--- config.mk ---
export PLATFORM = sky130hd
export DESIGN_NAME = nca_cell
export DESIGN_NICKNAME = d
export VERILOG_FILES = /design/src/rtl/nca_pkg.sv /design/src/rtl/nca_cell.sv
export SDC_FILE = /design/constraint.sdc
export NUM_CORES = 1
export LEC_CHECK = 0
export BUFFER_PORTS_ARGS = -buffer_cell sky130_fd_sc_hd__buf_2
export CAP_MARGIN = 10
export CORE_AREA = 5 5 145 147
export CTS_CLUSTER_DIAMETER = 80
export DETAILED_ROUTE_END_ITERATION = 10
export DIE_AREA = 0 0 150 152
export GPL_ROUTABILITY_DRIVEN = 1
export HOLD_SLACK_MARGIN = 0.1
export SLEW_MARGIN = 30
export SYNTH_ARGS = -nofsm -noshare
export SYNTH_HDL_FRONTEND = slang
export SYNTH_SLANG_ARGS = --single-unit
--- constraint.sdc ---
create_clock -name i_clk -period 2.66 [get_ports i_clk]
set_clock_uncertainty 0.1 [all_clocks]
set_input_delay 0.133 -clock i_clk [delete_from_list [all_inputs] [get_ports i_clk]]
set_output_delay 0.133 -clock i_clk [all_outputs]
set_load 0.05 [all_outputs]
--- src/rtl/nca_pkg.sv ---
// ----------------------------------------------------------------------------
// nca_pkg: shared types and codes
// Pond entry layout, command codes and controller states.
// ----------------------------------------------------------------------------
package nca_pkg;

    localparam logic CMD_LOAD   = 1'b0;
    localparam logic CMD_ASSIGN = 1'b1;

    // One pond entry as held in a cell of the ring.
    typedef struct packed {
        logic        used;
        logic        full;
        logic [31:0] east;
        logic [31:0] north;
        logic [15:0] label;
        logic [31:0] room;
    } t_entry;

    typedef enum logic [3:0] {
        ST_IDLE  = 4'b0001,
        ST_SCAN  = 4'b0010,
        ST_DRAIN = 4'b0100,
        ST_EMIT  = 4'b1000
    } t_state;

endpackage

--- src/rtl/nca_cell.sv ---
// ----------------------------------------------------------------------------
// nca_cell: one pond slot of the rotating ring
// Holds one entry, passes it on to its neighbor when the ring turns.
// ----------------------------------------------------------------------------
module nca_cell (
    input  logic            i_clk,
    input  logic            i_rst_n,
    input  logic            i_shift,
    input  nca_pkg::t_entry i_prev,
    input  logic            i_load,
    input  nca_pkg::t_entry i_load_data,
    input  logic            i_upd,
    input  logic [31:0]     i_upd_room,
    input  logic            i_upd_full,
    output nca_pkg::t_entry o_q
);

    nca_pkg::t_entry r_q;

    always_ff @(posedge i_clk) begin
        if (!i_rst_n) begin
            r_q.used <= 1'b0;
            r_q.full <= 1'b0;
        end else if (i_load) begin
            r_q <= i_load_data;
        end else if (i_upd) begin
            r_q.room <= i_upd_room;
            r_q.full <= i_upd_full;
        end else if (i_shift) begin
            r_q <= i_prev;
        end
    end

    assign o_q = r_q;

endmodule

==> flow_summary.ini, run 1 <==
[status]
outcome = stopped before the end
stop_stage = 4_1_cts
error = [ERROR RSZ-0060] Max buffer count reached.

[yosys]
synth_area_sq_um = 5308
ys_ff_latch = 114
synth.distinct_cells = 21
netlist_instances = 324
syn-num-nets = 590
yosysSeqAreaShare_pct = 64.12
ys.warnings.count = 0
syn_area_per_cell_sq_um = 16.38

[clock_tree]
cts.sinks = 114
post_cts_buffers = 0
clockBufferDepth = 2
clock-root-buffer = clkbuf_16
numCtsBuffers = 17
h-tree-depth = 4
post_cts_resized = 0
hold_buffers = 199

[die]
initial_core_util_pct = 26.83
die_w_microns = 150
ios = 380
die_h_microns = 152
rows = 52

[placed_design]
place_inst = 959
portBuffers = 379
gp_congestion = 0.7560
place_area_sq_um = 7466
dp_hpwl_microns = 13110
-- cells by family after synthesis --
kind of cell	count (synthesis)	share of synthesized area, %
flip-flops	114	64.12
AND/OR/NAND/NOR	38	2.876
multiplexers	113	26.10
buffers and inverters	22	3.230
AO/OA/AOI/OAI	37	3.678
-- synthesized netlist by cell type (all sizes together) --
cell,count,area (sq um)
edfxtp,112,3363
buf,19,160.2
o31a,1,8.760
inv,1,3.750
mux2i,33,330.3
clkbuf,2,7.510
nand2,32,120.1
mux2,80,1055
nand4,1,6.260
o21a,1,7.510
o21ai,33,165.2
dfxtp,2,40.04
nor2b,1,6.260
nand3,2,10.01
a21oi,1,5.000
nor2,1,3.750
nand2b,1,6.260
o2111ai,1,8.760
-- per-stage QoR --
stage               hold WS (ps)  utilization, %  setup WS (ps)
floorplan                  171.4               -          606.0
global placement           284.9           37.75          970.9
detailed placement         287.6           37.75          962.0
==> inputs of run 2 (changes only) <==
- CORE_AREA: 5 5 145 147 -> 5 5 144 146
- CTS_CLUSTER_DIAMETER: 80 -> unset
- DIE_AREA: 0 0 150 152 -> 0 0 149 151
- HOLD_SLACK_MARGIN: 0.1 -> unset
- PLACE_DENSITY_LB_ADDON: unset -> 0.15
- clock period: 2.66 -> 3.5 ns (I/O delays scaled with it)
==> flow_summary.ini, run 2 <==
[die]
ios = 380
initial_core_util_pct = 27.54
rows = 51
die_h_microns = 151
die_w_microns = 149
core_area_sq_um = 19270
die_area_sq_um = 22500

[status]
outcome = completed

[worst_setup_path]
critPathSlowestCell = dlygate4sd3_1
rr_worst_depth = 3
path_buf_inv = 5
endpoint_kind = flip-flop
crit_type = in -> reg
r2r_setup_slack_ps = 2140
crit_path_frequent_cell = dlygate4sd3_1
critPathMaxFanout = 44
startpoint_type = primary input
r2r_start = o_q[112]$_SDFFE_PN0P_
crit_cells = 7
arrival_ps = 2350
crit_chain = buf_6 -> buf_4 -> inv_1 -> o21ai_0 -> dlygate4sd3_1 -> a21oi_1 -> dlygate4sd3_1
cp_slowest_stage_delay_ps = 580
worst-endpoint-required_ps = 3690
critical-path-top-delay-family = buffers and inverters
endpoint = o_q[113]$_SDFFE_PN0P_
crit_start = i_load
r2r-end = o_q[112]$_SDFFE_PN0P_

[sta]
slew_viol_final = 0
slew_headroom_pct = 68.39
finalHoldViolCount = 0
holdWs_ps = 25.98
post-route-min-period_ps = 2166
setup_viol = 0
setup_ws_ps = 1334
finalSetupTns_ps = 0
min_period_over_period_pct = 61.90
clock.fmax_mhz = 461.6
rsz0062_at_grt = false
worst_pin_slew_ps = 474.1

[route]
avgViaCountPerCell = 4.143
first_pass_iters = 4
drt.antenna.violating_nets = 0
routed_wl_microns = 18260
via_count = 4893
drtIter0Drc = 113
post_drt_wl_per_cell_microns = 15.46
drc_errors = 0

[final_layout]
final_nets = 1169
fin_cells = 1181
largest_register_ffs = 114
area_delta_synth_final_pct = 88.54
layout_common_cells = buf_2, dlygate4sd3_1, edfxtp_1
fin_util_pct = 51.93
diodes = 0
drive_gt1_share_pct = 53.93
fin_area_sq_um = 10010
layout_commonest_cell = buf_2

[clock_tree]
tritoncts = done
clk_latency_ps = 400
numCtsBuffers = 17
hold_buffers = 197
clockBufferDepth = 2
post_cts_resized = 0
clock-root-buffer = clkbuf_16
cts.clk_slew.worst_paths_ps = 50
cts.sinks = 114
h-tree-depth = 4
post_cts_buffers = 0

[yosys]
synth_top_cell_by_area = edfxtp_1
synth.most_common_cell = edfxtp_1
synth_area_sq_um = 5308
yosys-top-cells-count = edfxtp_1, mux2_4, mux2_2
syn_area_per_cell_sq_um = 16.38
synth_area_leaders = edfxtp_1, mux2_4, mux2_2, mux2i_1, o21ai_0
synth_ff_type = edfxtp_1
ys.warnings.count = 0
ys_ff_latch = 114
ys_async_sr_fraction_pct = 0
synth_top_area_share_pct = 63.37
netlist_instances = 324
yosysSeqAreaShare_pct = 64.12
synth.distinct_cells = 21
syn-num-nets = 590
synth_edf_count = 112

[placed_design]
portBuffers = 379
place_area_sq_um = 7445
dp_hpwl_microns = 12800
dp_slack_ps = 1769
place_inst = 952
gp_congestion = 0.7715

[global_route]
grt_pass1_wl_microns = 27230
antenna_found_initial = 0
grt_max_degree = 81
grt_use_total_pct = 15.48
grt_pass1_vias = 5456
grt-ovfl-total = 0

[power_and_ir_drop]
vdd_drop_max_mv = 0.2850
power_density_nw_per_um2 = 458.9
p_leak_nw = 4.538
power_mw = 4.593

[min_path]
hold_class = in -> reg

[flow_run]
maxCapViolCount = 0
[run 2: cell counts after synthesis]
No cell type changed its count.
[run 2: area by class of cell]
cell class,instances,area [sq um]
Timing Repair Buffer,581,3938
Tap cell,265,331.6
Inverter,1,3.754
Fill cell,1654,9264
Clock buffer,18,429.2
Sequential cell,114,3403
Multi-Input combinational cell,188,1740
Clock inverter,14,161.4
[run 2: worst min path at each step]
stage                                 from                    end  cells past startpoint  slack, ps
after detailed placement  i_load_data[112]  o_q[112]$_SDFFE_PN0P_                      3        330
after floorplan                    i_rst_n  o_q[113]$_SDFFE_PN0P_                      2        210
final                      i_load_data[57]      o_q[57]$_DFFE_PP_                      2         30
after CTS                  i_load_data[57]      o_q[57]$_DFFE_PP_                      2        0.9
after global routing       i_load_data[57]      o_q[57]$_DFFE_PP_                      2          5
after global placement    i_load_data[112]  o_q[112]$_SDFFE_PN0P_                      3        330
[run 2: layer usage]
layer  GRT usage, %  wire length, microns
met3          5.984                  1847
met2          29.35                  9658
met4          4.302                   187
met1          15.81                  6571
met5              0                     0
[run 2: kinds of logic (layout without fill, tap and decap cells)]
kind of cell / Yosys count / count (layout) / share of synthesized area, %
compound gates: 37 / 37 / 3.678
flops: 114 / 114 / 64.12
mux: 113 / 113 / 26.10
buf+inv: 22 / 614 / 3.230
simple gates: 38 / 38 / 2.876
[run 2: power breakdown]
group / switching [mW] / internal (mW)
clock network: 0.603 / 1.11
logic: 0.705 / 0.483
registers: 0.0302 / 1.66
No activity file was read; power rests on OpenSTA's default activity.
