File: src/rtl/nca_pkg.sv
// ----------------------------------------------------------------------------
// nca_pkg: shared types and codes
// Pond entry layout, command codes and controller states.
// ----------------------------------------------------------------------------
package nca_pkg;

    localparam logic CMD_LOAD   = 1'b0;
    localparam logic CMD_ASSIGN = 1'b1;

    // One pond entry as held in a cell of the ring.
    typedef struct packed {
        logic        used;
        logic        full;
        logic [31:0] east;
        logic [31:0] north;
        logic [15:0] label;
        logic [31:0] room;
    } t_entry;

    typedef enum logic [3:0] {
        ST_IDLE  = 4'b0001,
        ST_SCAN  = 4'b0010,
        ST_DRAIN = 4'b0100,
        ST_EMIT  = 4'b1000
    } t_state;

endpackage

File: src/rtl/nca_dist.sv
// ----------------------------------------------------------------------------
// nca_dist: squared distance pipeline
// Stage one takes absolute differences, stage two squares them.
// ----------------------------------------------------------------------------
module nca_dist #(
    parameter int IDX_W = 5
) (
    input  logic             i_clk,
    input  logic             i_rst_n,
    input  logic             i_issue,
    input  logic             i_ok,
    input  logic [IDX_W-1:0] i_idx,
    input  nca_pkg::t_entry  i_entry,
    input  logic [31:0]      i_px,
    input  logic [31:0]      i_py,
    output logic             o_valid,
    output logic [IDX_W-1:0] o_idx,
    output nca_pkg::t_entry  o_entry,
    output logic [63:0]      o_sx,
    output logic [63:0]      o_sy,
    output logic             o_busy
);

    logic             r1_v, r1_ok, r2_v, r2_ok;
    logic [IDX_W-1:0] r1_idx, r2_idx;
    nca_pkg::t_entry  r1_entry, r2_entry;
    logic [31:0]      r1_dx, r1_dy;
    logic [63:0]      r2_sx, r2_sy;
    logic [32:0]      w_ddx, w_ddy, w_mx, w_my;

    always_comb begin
        w_ddx = {i_px[31], i_px} - {i_entry.east[31], i_entry.east};
        w_ddy = {i_py[31], i_py} - {i_entry.north[31], i_entry.north};
        w_mx  = w_ddx[32] ? (33'd0 - w_ddx) : w_ddx;
        w_my  = w_ddy[32] ? (33'd0 - w_ddy) : w_ddy;
    end

    always_ff @(posedge i_clk) begin
        if (!i_rst_n) begin
            r1_v <= 1'b0;
            r2_v <= 1'b0;
        end else begin
            r1_v <= i_issue;
            r2_v <= r1_v;
        end
    end

    always_ff @(posedge i_clk) begin
        r1_ok    <= i_ok;
        r1_idx   <= i_idx;
        r1_entry <= i_entry;
        r1_dx    <= w_mx[31:0];
        r1_dy    <= w_my[31:0];
        r2_ok    <= r1_ok;
        r2_idx   <= r1_idx;
        r2_entry <= r1_entry;
        r2_sx    <= r1_dx * r1_dx;
        r2_sy    <= r1_dy * r1_dy;
    end

    assign o_valid = r2_v && r2_ok;
    assign o_idx   = r2_idx;
    assign o_entry = r2_entry;
    assign o_sx    = r2_sx;
    assign o_sy    = r2_sy;
    assign o_busy  = r1_v || r2_v;

endmodule

File: config.mk
export PLATFORM = sky130hd
export DESIGN_NAME = nca_dist
export DESIGN_NICKNAME = d
export VERILOG_FILES = /design/src/rtl/nca_pkg.sv /design/src/rtl/nca_dist.sv
export SDC_FILE = /design/constraint.sdc
export NUM_CORES = 2
export LEC_CHECK = 0
export ABC_AREA = 0
export BUFFER_PORTS_ARGS = -buffer_cell sky130_fd_sc_hd__buf_2
export CORE_UTILIZATION = 54
export DETAILED_ROUTE_END_ITERATION = 16
export PLACE_DENSITY = 0.72
export SLEW_MARGIN = 20
export SYNTH_ARGS = -nofsm -noshare
export SYNTH_HDL_FRONTEND = slang
export SYNTH_SLANG_ARGS = --single-unit
export TNS_END_PERCENT = 100
File: constraint.sdc
create_clock -name i_clk -period 9.9 [get_ports i_clk]
set_clock_uncertainty 0.05 [all_clocks]
set_input_delay 1.485 -clock i_clk [delete_from_list [all_inputs] [get_ports i_clk]]
set_output_delay 1.485 -clock i_clk [all_outputs]
set_load 0.1 [all_outputs]
==> impl_metrics.env <==
export IMPL_yosys_cell_types_count=81
export IMPL_met2_length_microns=86270
export IMPL_finalWeightedCongestion=0.9579
export IMPL_vias_per_cell=5.299
export IMPL_fin_tns_setup_ns=0
export IMPL_routedLengthMet1_microns=74690
export IMPL_post_dp_hpwl_microns=154800
export IMPL_synth_xor_area_share_pct=3.643
export IMPL_final_common_cell="inv_1"
export IMPL_holdBufCountCts=0
export IMPL_synth_top_family_by_area="adder cells"
export IMPL_start_kind="register"
export IMPL_synth_area_leaders="fa_1 44%, dfxtp_1 12%, ha_1 11%"
export IMPL_grt_overflow_total=0
export IMPL_status="finished, final reports clean"
export IMPL_crit_type="register to register"
export IMPL_numClockSinks=432
export IMPL_synth_edf_count=0
export IMPL_setup_viol=0
export IMPL_die_height_microns=368
export IMPL_clock_latency_ns=0.66
export IMPL_synthSimpleGateAreaFrac_pct=10.36
export IMPL_portBuffers=433
export IMPL_vias=51260
export IMPL_start_util_pct=54.75
export IMPL_postCtsResizedCells=0
export IMPL_track_usage_pct=28.09
export IMPL_grt_pass1_wl_microns=298500
export IMPL_slew_violations=0
export IMPL_cp_startpoint="r1_dx[19]"
export IMPL_syn_area_sq_um=72340
export IMPL_drive_gt1_share_pct=9.094
export IMPL_drt_iter0_drc=3111
export IMPL_hold_viol=0
export IMPL_grt_setup_unrepaired="false"
export IMPL_fmax_ghz=0.1101
export IMPL_grt_max_degree=39
export IMPL_ys_seq_area_share_pct=11.96
export IMPL_dr_wl_met3_microns=16000
export IMPL_async_reset_ff_share_pct=0
export IMPL_min_period_ns=9.081
export IMPL_htreeDepth=2
export IMPL_worstSetupEndpointType="register"
export IMPL_dieArea_sq_um=135400
export IMPL_max_slew_margin_pct=29.04
export IMPL_fillers=11210
export IMPL_worstReg2RegStart="r1_dx[19]"
export IMPL_fp_coreArea_sq_um=132100
export IMPL_fin_cells=9673
export IMPL_arrival_ns=9.53
export IMPL_syn_to_final_growth_pct=8.422
export IMPL_clockBufferDepth=3
export IMPL_post_cts_buffers=0
export IMPL_hp_start="r1_entry[21]"
export IMPL_crit_path_max_fanout=13
export IMPL_cts_tree="done"
export IMPL_dp_cells=9574
export IMPL_mostFrequentLayoutCells="2045 x inv_1, 1590 x fa_1, 653 x ha_1"
export IMPL_avgRoutedWirePerCell_microns=18.93
export IMPL_hold_path_class="register to register"
export IMPL_syn_inst=7534
export IMPL_ios=436
export IMPL_synth_flop_cell="dfxtp_1"
export IMPL_rows=133
export IMPL_highest_layer="met5"
export IMPL_clkTransAtPathRegs_ns=0.07
export IMPL_syn_area_per_cell_sq_um=9.601
export IMPL_synth_warnings=0
export IMPL_synth_top_cell_area_share_pct=44.00
export IMPL_synth_compound_area_share_pct=6.580
export IMPL_antenna_found_initial=11
export IMPL_final_antenna_net_count=0
export IMPL_fp_dieW_microns=368
export IMPL_wl_microns=183100
export IMPL_fin_nets=10300
export IMPL_required_ns=10.35
export IMPL_maxCapViolCount=0
export IMPL_synthMuxAreaShare_pct=0.1297
export IMPL_synth_area_leader_cell="fa_1"
export IMPL_fin_crit_sh_pct=91.72
export IMPL_drt_pass1_iterations=5
export IMPL_worstMarginPinSlew_ns=1.057
export IMPL_drcViolationCount=0
export IMPL_grt_pass1_vias=56300
export IMPL_synth_adder_area_share_pct=55.30
export IMPL_ys_seq_elements=432
export IMPL_numCtsBuffers=52
export IMPL_cts_root_buf="clkbuf_16"
## worst paths after layout
path	to	slack [ns]	cells after the start
max	o_sx[62]	0.82	24
min	o_entry[21]	0.27	0
max reg2reg	o_sx[62]	0.82	24
min reg2reg	o_entry[21]	0.27	0
## state kept, by name, indices dropped and copies added (netlist names)
name and count:
r1_ok 1, o_entry 114, r1_dy 32, r2_ok 1
r1_idx 5, o_idx 5, r2_v 1, r1_v 1
o_sx 63, o_sy 63, r1_entry 114, r1_dx 32
## synth_stat cells (29+ instances only)
library cell	count
a21oi_1	185
a31o_2	29
and2_1	452
xor2_1	110
nor2_1	208
nor3_1	33
nand2_1	600
fa_1	1590
nand3_1	34
nand4_1	37
inv_1	2045
dfxtp_1	432
clkbuf_1	256
a21o_1	131
ha_1	653
o21ai_0	121
xnor2_1	189
a31oi_1	30
nor2b_1	41
## cells by family after synthesis
family,after synthesis
AND/OR/NAND/NOR,1523
other,1
multiplexers,9
adder cells (fa/ha/maj),2243
AO/OA/AOI/OAI,712
XOR/XNOR,300
flip-flops,432
buffers and inverters,2314
## area by class of cell
| cell class | count | area [sq um] | share of cell area [%] |
|---|---|---|---|
| Sequential cell | 432 | 8662 | 11.04 |
| Tap cell | 1755 | 2196 | 2.800 |
| Inverter | 2049 | 7691 | 9.807 |
| Multi-Input combinational cell | 4789 | 55000 | 70.13 |
| Clock inverter | 30 | 325.3 | 0.4148 |
| Clock buffer | 68 | 1463 | 1.865 |
| Antenna cell | 1 | 2.502 | 0.003191 |
| Timing Repair Buffer | 549 | 3088 | 3.937 |
## critical path, cell delays in order (launching register included)
cell and delay, ns:
dfxtp_1 0.85, buf_4 0.34, and2_1 0.19, inv_1 0.06, fa_1 0.48, fa_1 0.58
inv_1 0.06, fa_1 0.50, fa_1 0.58, fa_1 0.43, fa_1 0.51, fa_1 0.43
fa_1 0.56, ha_1 0.49, and3_1 0.27, and4_1 0.30, nand4_1 0.16, a21oi_1 0.34
o21ai_0 0.25, a211oi_1 0.26, buf_4 0.22, a31oi_1 0.21, o221ai_1 0.31, mux2i_1 0.13
a2111oi_0 0.37
## per-layer routing
metal / vias to the layer above / GRT usage (%)
met3: 397 / 6.105
met2: 1953 / 45.85
met1: 25830 / 37.45
met4: 6 / 8.522
met5: - / 0
li1: 23070 / -
## stage by stage
stage / setup WS [ns] / instance area, sq um / util [%] / hold WS [ns]
global placement: 1.068 / 76640 / 58.00 / 0.2597
finish: 0.8195 / 78430 / 59.36 / 0.2700
floorplan: 1.792 / 72340 / - / 0.2596
CTS: 0.8848 / 78430 / 59.35 / 0.2717
global route: 0.3121 / 78430 / 59.35 / 0.2719
detailed placement: 0.9230 / 76640 / 58.00 / 0.2621
Power is not shown: default switching activity piles up to over one toggle a cycle in this logic, so the estimate is an artifact.
